===== config.mk =====
export PLATFORM = sky130hd
export DESIGN_NAME = broadcast_text_shift_decoder_top
export DESIGN_NICKNAME = d
export VERILOG_FILES = /design/src/rtl/bts_pkg.sv /design/src/rtl/broadcast_text_shift_decoder_top.sv /design/src/rtl/bts_decode.sv /design/src/rtl/bts_out_reg.sv
export SDC_FILE = /design/constraint.sdc
export NUM_CORES = 1
export LEC_CHECK = 0
export ABC_AREA = 1
export BUFFER_PORTS_ARGS = -buffer_cell sky130_fd_sc_hd__buf_2
export CELL_PAD_IN_SITES_DETAIL_PLACEMENT = 0
export CELL_PAD_IN_SITES_GLOBAL_PLACEMENT = 2
export CORE_MARGIN = 8
export CORE_UTILIZATION = 37
export CTS_CLUSTER_DIAMETER = 150
export CTS_CLUSTER_SIZE = 25
export DETAILED_ROUTE_END_ITERATION = 10
export PLACE_DENSITY_LB_ADDON = 0.05
export SYNTH_ARGS = -nofsm -noshare
export SYNTH_HDL_FRONTEND = slang
export SYNTH_SLANG_ARGS = --single-unit

===== constraint.sdc =====
create_clock -name clk -period 6.3 [get_ports clk]
set_clock_uncertainty 0.05 [all_clocks]
set_input_delay 0.63 -clock clk [delete_from_list [all_inputs] [get_ports clk]]
set_output_delay 0.63 -clock clk [all_outputs]
set_load 0.05 [all_outputs]

===== src/rtl/bts_pkg.sv =====
package bts_pkg;

  localparam int DataW = 8;
  localparam int SetW  = 4;
  localparam int CodeW = 15;

  // control bytes
  localparam logic [7:0] BYTE_LS0   = 8'h0F;
  localparam logic [7:0] BYTE_LS1   = 8'h0E;
  localparam logic [7:0] BYTE_SS2   = 8'h19;
  localparam logic [7:0] BYTE_SS3   = 8'h1D;
  localparam logic [7:0] BYTE_ESC   = 8'h1B;
  localparam logic [7:0] BYTE_SP    = 8'h20;
  localparam logic [7:0] BYTE_SP_GR = 8'hA0;
  localparam logic [7:0] GL_LO      = 8'h21;
  localparam logic [7:0] GL_HI      = 8'h7E;
  localparam logic [7:0] GR_LO      = 8'hA1;
  localparam logic [7:0] GR_HI      = 8'hFE;

  // escape sequence intermediates and finals
  localparam logic [7:0] ESC_LS2    = 8'h6E;
  localparam logic [7:0] ESC_LS3    = 8'h6F;
  localparam logic [7:0] ESC_LS1R   = 8'h7E;
  localparam logic [7:0] ESC_LS2R   = 8'h7D;
  localparam logic [7:0] ESC_LS3R   = 8'h7C;
  localparam logic [7:0] ESC_DBL    = 8'h24;
  localparam logic [7:0] ESC_G0     = 8'h28;
  localparam logic [7:0] ESC_G1     = 8'h29;
  localparam logic [7:0] ESC_G2     = 8'h2A;
  localparam logic [7:0] ESC_G3     = 8'h2B;
  localparam logic [7:0] ESC_DRCS   = 8'h20;
  localparam logic [7:0] ESC_MACRO  = 8'h70;

  // escape parser position
  localparam logic [2:0] ESCP_IDLE   = 3'd0;
  localparam logic [2:0] ESCP_FIRST  = 3'd1;
  localparam logic [2:0] ESCP_SECOND = 3'd2;
  localparam logic [2:0] ESCP_THIRD  = 3'd3;
  localparam logic [2:0] ESCP_FOURTH = 3'd4;

  // code sets
  localparam logic [SetW-1:0] SET_DRCS     = 4'd0;
  localparam logic [SetW-1:0] SET_KANJI    = 4'd1;
  localparam logic [SetW-1:0] SET_ALNUM    = 4'd2;
  localparam logic [SetW-1:0] SET_HIRA     = 4'd3;
  localparam logic [SetW-1:0] SET_KATA     = 4'd4;
  localparam logic [SetW-1:0] SET_MOSAIC_A = 4'd5;
  localparam logic [SetW-1:0] SET_MOSAIC_B = 4'd6;
  localparam logic [SetW-1:0] SET_MOSAIC_C = 4'd7;
  localparam logic [SetW-1:0] SET_MOSAIC_D = 4'd8;
  localparam logic [SetW-1:0] SET_P_ALNUM  = 4'd9;
  localparam logic [SetW-1:0] SET_P_HIRA   = 4'd10;
  localparam logic [SetW-1:0] SET_P_KATA   = 4'd11;
  localparam logic [SetW-1:0] SET_JIS_KATA = 4'd12;
  localparam logic [SetW-1:0] SET_JIS_K1   = 4'd13;
  localparam logic [SetW-1:0] SET_JIS_K2   = 4'd14;
  localparam logic [SetW-1:0] SET_ADD_SYM  = 4'd15;

  typedef struct packed {
    logic            is_space;
    logic [SetW-1:0] char_set;
    logic [CodeW-1:0] char_code;
    logic            double_byte;
  } bts_result_t;

  function automatic logic set_is_wide(input logic [SetW-1:0] s);
    return s == SET_KANJI || s == SET_JIS_K1 || s == SET_JIS_K2 || s == SET_ADD_SYM;
  endfunction

  function automatic logic set_emits(input logic [SetW-1:0] s);
    return (s >= SET_KANJI && s <= SET_KATA) || (s >= SET_P_ALNUM && s <= SET_JIS_K2);
  endfunction

  // {hit, set} for a graphic set final byte
  function automatic logic [SetW:0] graphic_final(input logic [7:0] b);
    logic [SetW:0] r;
    case (b)
      8'h42:   r = {1'b1, SET_KANJI};
      8'h4A:   r = {1'b1, SET_ALNUM};
      8'h30:   r = {1'b1, SET_HIRA};
      8'h31:   r = {1'b1, SET_KATA};
      8'h32:   r = {1'b1, SET_MOSAIC_A};
      8'h33:   r = {1'b1, SET_MOSAIC_B};
      8'h34:   r = {1'b1, SET_MOSAIC_C};
      8'h35:   r = {1'b1, SET_MOSAIC_D};
      8'h36:   r = {1'b1, SET_P_ALNUM};
      8'h37:   r = {1'b1, SET_P_HIRA};
      8'h38:   r = {1'b1, SET_P_KATA};
      8'h49:   r = {1'b1, SET_JIS_KATA};
      8'h39:   r = {1'b1, SET_JIS_K1};
      8'h3A:   r = {1'b1, SET_JIS_K2};
      8'h3B:   r = {1'b1, SET_ADD_SYM};
      default: r = {1'b0, SET_DRCS};
    endcase
    return r;
  endfunction

  function automatic logic drcs_final(input logic [7:0] b);
    return (b[7:4] == 4'h4) || (b == ESC_MACRO);
  endfunction

endpackage


===== src/rtl/broadcast_text_shift_decoder_top.sv =====
// broadcast text decoder, 8-unit code with iso 2022 style code extension
//
// input: one byte of the string per transfer on s_tdata, s_tlast on the
// final byte; after that byte every shift, designation and escape state
// goes back to its default and a half-received double-byte character is
// dropped
// output: zero or one result per input byte; m_tuser flags a space or a
// two-byte code, m_tdata carries the set number and 7- or 14-bit code
// output register: a result is on m_tdata in the cycle after its byte's transfer
// throughput: one byte per cycle unless a result stalls; the shift state and
// the result register are updated on each byte, so bytes stream back to back
// stall: while a result waits with m_tready low, s_tready drops; a byte is
// taken again in the cycle the waiting result transfers
// reset: rst is synchronous; it clears the output valid flag and loads the
// default designations (kanji, alphanumeric, hiragana, katakana)
module broadcast_text_shift_decoder_top (
  input  logic        clk,
  input  logic        rst,
  input  logic        s_tvalid,
  output logic        s_tready,
  input  logic [7:0]  s_tdata,   // [7:0] data_byte
  input  logic        s_tlast,   // last_byte
  output logic        m_tvalid,
  input  logic        m_tready,
  output logic [23:0] m_tdata,   // [3:0] char_set, [18:4] char_code, zero above
  output logic [1:0]  m_tuser    // [0] is_space, [1] double_byte
);
  import bts_pkg::*;

  logic        accept;
  logic        res_valid;
  bts_result_t res;
  bts_result_t out_res;

  assign accept = s_tvalid && s_tready;

  bts_decode u_decode (
    .clk       (clk),
    .rst       (rst),
    .accept    (accept),
    .data_byte (s_tdata),
    .last_byte (s_tlast),
    .res_valid (res_valid),
    .res       (res)
  );

  bts_out_reg u_out (
    .clk        (clk),
    .rst        (rst),
    .accept     (accept),
    .res_valid  (res_valid),
    .res        (res),
    .can_accept (s_tready),
    .out_valid  (m_tvalid),
    .out_ready  (m_tready),
    .out_res    (out_res)
  );

  assign m_tdata = {5'd0, out_res.char_code, out_res.char_set};
  assign m_tuser = {out_res.double_byte, out_res.is_space};

endmodule


===== src/rtl/bts_decode.sv =====
module bts_decode (
  input  logic                 clk,
  input  logic                 rst,
  input  logic                 accept,
  input  logic [7:0]           data_byte,
  input  logic                 last_byte,
  output logic                 res_valid,
  output bts_pkg::bts_result_t res
);
  import bts_pkg::*;

  logic [SetW-1:0] designation [4];
  logic [1:0]      gl_select;
  logic [1:0]      gr_select;
  logic            ss_valid;
  logic [1:0]      ss_select;
  logic [2:0]      esc_count;
  logic [1:0]      esc_target;
  logic            esc_drcs;
  logic            pend_valid;
  logic [6:0]      pend_first;
  logic [SetW-1:0] pend_set;

  logic            wr_en;
  logic [SetW-1:0] wr_set;
  logic [1:0]      gl_select_next;
  logic [1:0]      gr_select_next;
  logic            ss_valid_next;
  logic [1:0]      ss_select_next;
  logic [2:0]      esc_count_next;
  logic [1:0]      esc_target_next;
  logic            esc_drcs_next;
  logic            pend_valid_next;
  logic [6:0]      pend_first_next;
  logic [SetW-1:0] pend_set_next;

  logic            in_gl;
  logic            in_gr;
  logic [1:0]      rd_idx;
  logic [SetW-1:0] cur_set;
  logic [SetW:0]   gf;

  assign in_gl   = data_byte >= GL_LO && data_byte <= GL_HI;
  assign in_gr   = data_byte >= GR_LO && data_byte <= GR_HI;
  // one lookup serves both halves of the code table
  assign rd_idx  = in_gl ? (ss_valid ? ss_select : gl_select) : gr_select;
  assign cur_set = designation[rd_idx];
  assign gf      = graphic_final(data_byte);

  always_comb begin
    wr_en           = 1'b0;
    wr_set          = SET_DRCS;
    gl_select_next  = gl_select;
    gr_select_next  = gr_select;
    ss_valid_next   = ss_valid;
    ss_select_next  = ss_select;
    esc_count_next  = esc_count;
    esc_target_next = esc_target;
    esc_drcs_next   = esc_drcs;
    pend_valid_next = pend_valid;
    pend_first_next = pend_first;
    pend_set_next   = pend_set;
    res_valid       = 1'b0;
    res             = '0;

    if (pend_valid) begin
      pend_valid_next = 1'b0;
      if (set_emits(pend_set)) begin
        res_valid       = 1'b1;
        res.char_set    = pend_set;
        // first byte sits at bits 14:8, second at bits 6:0
        res.char_code   = {pend_first, 1'b0, data_byte[6:0]};
        res.double_byte = 1'b1;
      end
    end else if (esc_count != ESCP_IDLE) begin
      case (esc_count)
        ESCP_FIRST: begin
          esc_count_next = ESCP_IDLE;
          case (data_byte)
            ESC_LS2:  gl_select_next = 2'd2;
            ESC_LS3:  gl_select_next = 2'd3;
            ESC_LS1R: gr_select_next = 2'd1;
            ESC_LS2R: gr_select_next = 2'd2;
            ESC_LS3R: gr_select_next = 2'd3;
            ESC_DBL, ESC_G0: begin
              esc_target_next = 2'd0;
              esc_count_next  = ESCP_SECOND;
            end
            ESC_G1: begin
              esc_target_next = 2'd1;
              esc_count_next  = ESCP_SECOND;
            end
            ESC_G2: begin
              esc_target_next = 2'd2;
              esc_count_next  = ESCP_SECOND;
            end
            ESC_G3: begin
              esc_target_next = 2'd3;
              esc_count_next  = ESCP_SECOND;
            end
            default: ;
          endcase
        end
        ESCP_SECOND: begin
          esc_count_next = ESCP_IDLE;
          if (gf[SetW]) begin
            wr_en  = 1'b1;
            wr_set = gf[SetW-1:0];
          end else begin
            case (data_byte)
              ESC_DRCS: begin
                esc_drcs_next  = 1'b1;
                esc_count_next = ESCP_THIRD;
              end
              ESC_G0: begin
                esc_drcs_next   = 1'b1;
                esc_target_next = 2'd0;
                esc_count_next  = ESCP_THIRD;
              end
              ESC_G1: begin
                esc_drcs_next   = 1'b0;
                esc_target_next = 2'd1;
                esc_count_next  = ESCP_THIRD;
              end
              ESC_G2: begin
                esc_drcs_next   = 1'b0;
                esc_target_next = 2'd2;
                esc_count_next  = ESCP_THIRD;
              end
              ESC_G3: begin
                esc_drcs_next   = 1'b0;
                esc_target_next = 2'd3;
                esc_count_next  = ESCP_THIRD;
              end
              default: ;
            endcase
          end
        end
        ESCP_THIRD: begin
          esc_count_next = ESCP_IDLE;
          if (!esc_drcs && gf[SetW]) begin
            wr_en  = 1'b1;
            wr_set = gf[SetW-1:0];
          end else if (esc_drcs && drcs_final(data_byte)) begin
            wr_en  = 1'b1;
            wr_set = SET_DRCS;
          end else if (data_byte == ESC_DRCS) begin
            esc_drcs_next  = 1'b1;
            esc_count_next = ESCP_FOURTH;
          end
        end
        ESCP_FOURTH: begin
          esc_count_next = ESCP_IDLE;
          if (drcs_final(data_byte)) begin
            wr_en  = 1'b1;
            wr_set = SET_DRCS;
          end
        end
        default: esc_count_next = ESCP_IDLE;
      endcase
    end else if (in_gl || in_gr) begin
      if (in_gl) begin
        ss_valid_next = 1'b0;
      end
      if (set_is_wide(cur_set)) begin
        pend_valid_next = 1'b1;
        pend_first_next = data_byte[6:0];
        pend_set_next   = cur_set;
      end else if (set_emits(cur_set)) begin
        res_valid     = 1'b1;
        res.char_set  = cur_set;
        res.char_code = {8'd0, data_byte[6:0]};
      end
    end else begin
      case (data_byte)
        BYTE_LS0: gl_select_next = 2'd0;
        BYTE_LS1: gl_select_next = 2'd1;
        BYTE_SS2: begin
          ss_valid_next  = 1'b1;
          ss_select_next = 2'd2;
        end
        BYTE_SS3: begin
          ss_valid_next  = 1'b1;
          ss_select_next = 2'd3;
        end
        BYTE_ESC: esc_count_next = ESCP_FIRST;
        BYTE_SP, BYTE_SP_GR: begin
          res_valid    = 1'b1;
          res.is_space = 1'b1;
        end
        default: ;
      endcase
    end
  end

  always_ff @(posedge clk) begin
    if (rst || (accept && last_byte)) begin
      designation[0] <= SET_KANJI;
      designation[1] <= SET_ALNUM;
      designation[2] <= SET_HIRA;
      designation[3] <= SET_KATA;
      gl_select      <= 2'd0;
      gr_select      <= 2'd2;
      ss_valid       <= 1'b0;
      ss_select      <= 2'd0;
      esc_count      <= ESCP_IDLE;
      esc_target     <= 2'd0;
      esc_drcs       <= 1'b0;
      pend_valid     <= 1'b0;
      pend_first     <= 7'd0;
      pend_set       <= SET_DRCS;
    end else if (accept) begin
      if (wr_en) begin
        designation[esc_target] <= wr_set;
      end
      gl_select  <= gl_select_next;
      gr_select  <= gr_select_next;
      ss_valid   <= ss_valid_next;
      ss_select  <= ss_select_next;
      esc_count  <= esc_count_next;
      esc_target <= esc_target_next;
      esc_drcs   <= esc_drcs_next;
      pend_valid <= pend_valid_next;
      pend_first <= pend_first_next;
      pend_set   <= pend_set_next;
    end
  end

endmodule


===== src/rtl/bts_out_reg.sv =====
module bts_out_reg (
  input  logic                 clk,
  input  logic                 rst,
  input  logic                 accept,
  input  logic                 res_valid,
  input  bts_pkg::bts_result_t res,
  output logic                 can_accept,
  output logic                 out_valid,
  input  logic                 out_ready,
  output bts_pkg::bts_result_t out_res
);
  import bts_pkg::*;

  // a held result leaves on the same edge that the next byte enters
  assign can_accept = !out_valid || out_ready;

  always_ff @(posedge clk) begin
    if (rst) begin
      out_valid <= 1'b0;
    end else if (accept) begin
      out_valid <= res_valid;
    end else if (out_ready) begin
      out_valid <= 1'b0;
    end
  end

  always_ff @(posedge clk) begin
    if (accept && res_valid) begin
      out_res <= res;
    end
  end

endmodule


==> reports/qor.yml <==
global_routing:
  grt_max_degree: 21
  grt.total_usage_pct: 13.9
  grt_pass1_wl_mm: 13.9
  grt_pass1_vias: 2790
  antenna_found_initial: 0
  overflow: 0
synth:
  synthArstFlopShare_pct: 0
  mappedNetlistArea_sq_mm: 0.00334
  ys_warn_count: 0
  synth_edf_count: 36
  synth_xor_area_share_pct: 0
  ys.flop_type: "edfxtp_1"
  synth_compound_area_share_pct: 11.0
  synth_top_family_by_area: "simple AND/OR/NAND/NOR gates"
  ys_ff_latch: 62
  synth_cell_types: 39
  muxShareOfSynthArea_pct: 0
  synth_area_per_cell_sq_um: 7.94
  yosysSeqAreaShare_pct: 47.9
  syn_inst: 421
  yosys.area_share.simple_pct: 32.5
  synthAdderAreaFrac_pct: 0
timing:
  fin_crit_sh_pct: 49.9
  maxSlewHeadroom_pct: 46.4
  setup_viol: 0
  slew_viol_final: 0
  setup-tns-final_ns: 0
  fin_hold_ws_ns: 0.409
  worst_pin_slew_ns: 0.797
  fmax_mhz: 318
  hold_viol_final: 0
  period_minus_slack_ns: 3.15
  rsz0062_at_grt: "false"
floorplanning:
  fp-row-count: 34
  fp.dieArea_sq_mm: 0.0123
  core_area_sq_mm: 0.00876
  die_w_um: 111
  io_pins: 41
  initial_core_util_pct: 38.2
  die_h_um: 111
setup_path:
  crit_top_cell: "nand2_1"
  path_cells: "buf_2, nor2_2, inv_2, nor2_8, nand2_2, nand2_4, nand3_1, nand2_2, nand2_1, nand3_1, nand2_1, inv_1, nand2_1, nand2_1, nand2_1, nand3_1, nand2_1, inv_1"
  startpoint: "s_tdata[6]"
  critPathCapture: "u_out.out_res[9]"
  r2r_cells: 13
  r2r_end: "u_out.out_res[9]"
  cp_slowest_cell: "inv_1"
  cp.required_ns: 6.22
  cp.arrival_ns: 3.06
  crit_path_end_kind: "flop"
  cp_max_fo: 20
  r2r-start: "u_decode.esc_count[2]"
  rrSetupSlack_ns: 3.45
  worstSetupPathType: "in -> reg"
  start_kind: "primary input"
  slowest_delay_ns: 0.54
placement:
  portBuffers: 34
  dp_hpwl_mm: 6.59
  place_inst: 558
  place.gp.congestion: 0.872
drt:
  via_per_inst: 4.94
  vias: 2834
  post_drt_wl_per_cell_um: 14.8
  drtPass1Iterations: 4
  drt_iter0_markers: 117
  finalWirelength_mm: 8.50
  drc: 0
  antenna_left: 0
power_and_ir_drop:
  leakage_nw: 1.61
  max-vdd-ir-drop_uv: 113
  p_per_area_mw_per_mm2: 267
cells_and_area:
  final_common_cell: "nand2_1"
  syn_to_final_growth_pct: 14.4
  nets: 474
  final_cell_mix: "nand2_1 (89), nor2_1 (56), inv_1 (52)"
  drive_above_1_share_pct: 18.7
  antennaDiodeCount: 0
  layoutNonFillerInstCount: 574
worst_hold_path:
  hold_path.class: "in -> reg"
  min_from: "rst"
clock_network:
  clock-sinks: 62
  cts_root_buffer: "clkbuf_8"
  cts_setup_buffers: 0
  cts_tree: "yes"
  numCtsBuffers: 9
  cts_buffer_depth: 2
  hold_buffers: 0
  clk_pin_slew_ns: 0.07
  htree_levels: 3
  cts_resized: 0
  clkLatencyLatePin_ns: 0.34
outcome:
  status: "completed"
flow_run:
  maxCapViolations: 0
critical path: cells and delay by family:
family,cells,cell delay [ns]
buffers and inverters,4,0.90
and+or+nand+nor,14,1.52
layout make-up:
type,count,area (sq um)
clock buffer,9,124
inverter,57,214
tap,108,135
clock inverter,7,97.6
fill,916,4940
multi-input combinational,296,1480
timing repair buffer,35,178
sequential,62,1600
Yosys cell counts (2+ instances only):
master	number	area share, %
inv_1	52	5.8
nor2_4	2	0.67
nand2_1	89	10
a311oi_1	2	0.52
nand2_4	5	1.7
nor2_2	4	0.75
dfxtp_1	26	16
a31oi_1	2	0.37
nor4_1	2	0.37
inv_2	5	0.56
nor2_1	56	6.3
a21oi_1	23	3.4
nor3_1	12	1.8
a211oi_1	2	0.45
nand2_2	12	2.2
clkbuf_1	4	0.45
o211ai_1	3	0.67
nand3_1	35	5.2
o22ai_1	5	0.94
nand4_1	5	0.94
buf_4	6	1.3
edfxtp_1	36	32
o21ai_0	17	2.5
worst min path at each step:
stage	endpoint	depth (start not counted)
floorplan	u_decode.ss_select[1]	2
global placement	u_decode.ss_select[1]	2
detailed placement	u_decode.gl_select[1]	2
CTS	u_out.out_valid	2
global route	u_out.out_valid	2
finish	u_out.out_valid	2
registers in the layout, summed over array words and instances (netlist names), 2 cells and up:
name / cells
u_decode.pend_set: 4
u_out.out_res: 20
u_decode.esc_count: 3
u_decode.gl_select: 2
u_decode.ss_select: 2
u_decode.pend_first: 7
u_decode.esc_target: 2
u_decode.gr_select: 2
u_decode.designation: 16
metrics by stage:
stage          worst slack [ns]  total power, mW  area [sq um]  util, %
2_1_floorplan              3.41            0.600          3360        -
3_3_place_gp               2.87            0.638          3600     41.1
3_5_place_dp               2.79            0.639          3600     41.1
4_1_cts                    3.14             1.03          3830     43.7
5_1_grt                    2.79             1.07          3830     43.7
6_report                   3.15             1.02          3830     43.7
per-layer routing:
metal  vias up  global-route usage (%)  share of wire, %
met2        53                    21.6                46
li1       1468                       -                 -
met4         0                    5.51               1.1
met5         -                       0                 0
met3         9                    4.00               4.6
met1      1304                    17.7                48
cells by family after synthesis:
logic type / count (synthesis)
other cells: 1
buf+inv: 68
simple gates: 228
compound gates: 62
flops: 62
power breakdown:
| group | switching [mW] | internal [mW] |
|---|---|---|
| Clock | 0.170 | 0.224 |
| Combinational | 0.132 | 0.0365 |
| Sequential | 0.00734 | 0.453 |
Power figures use the tool's default switching activity.
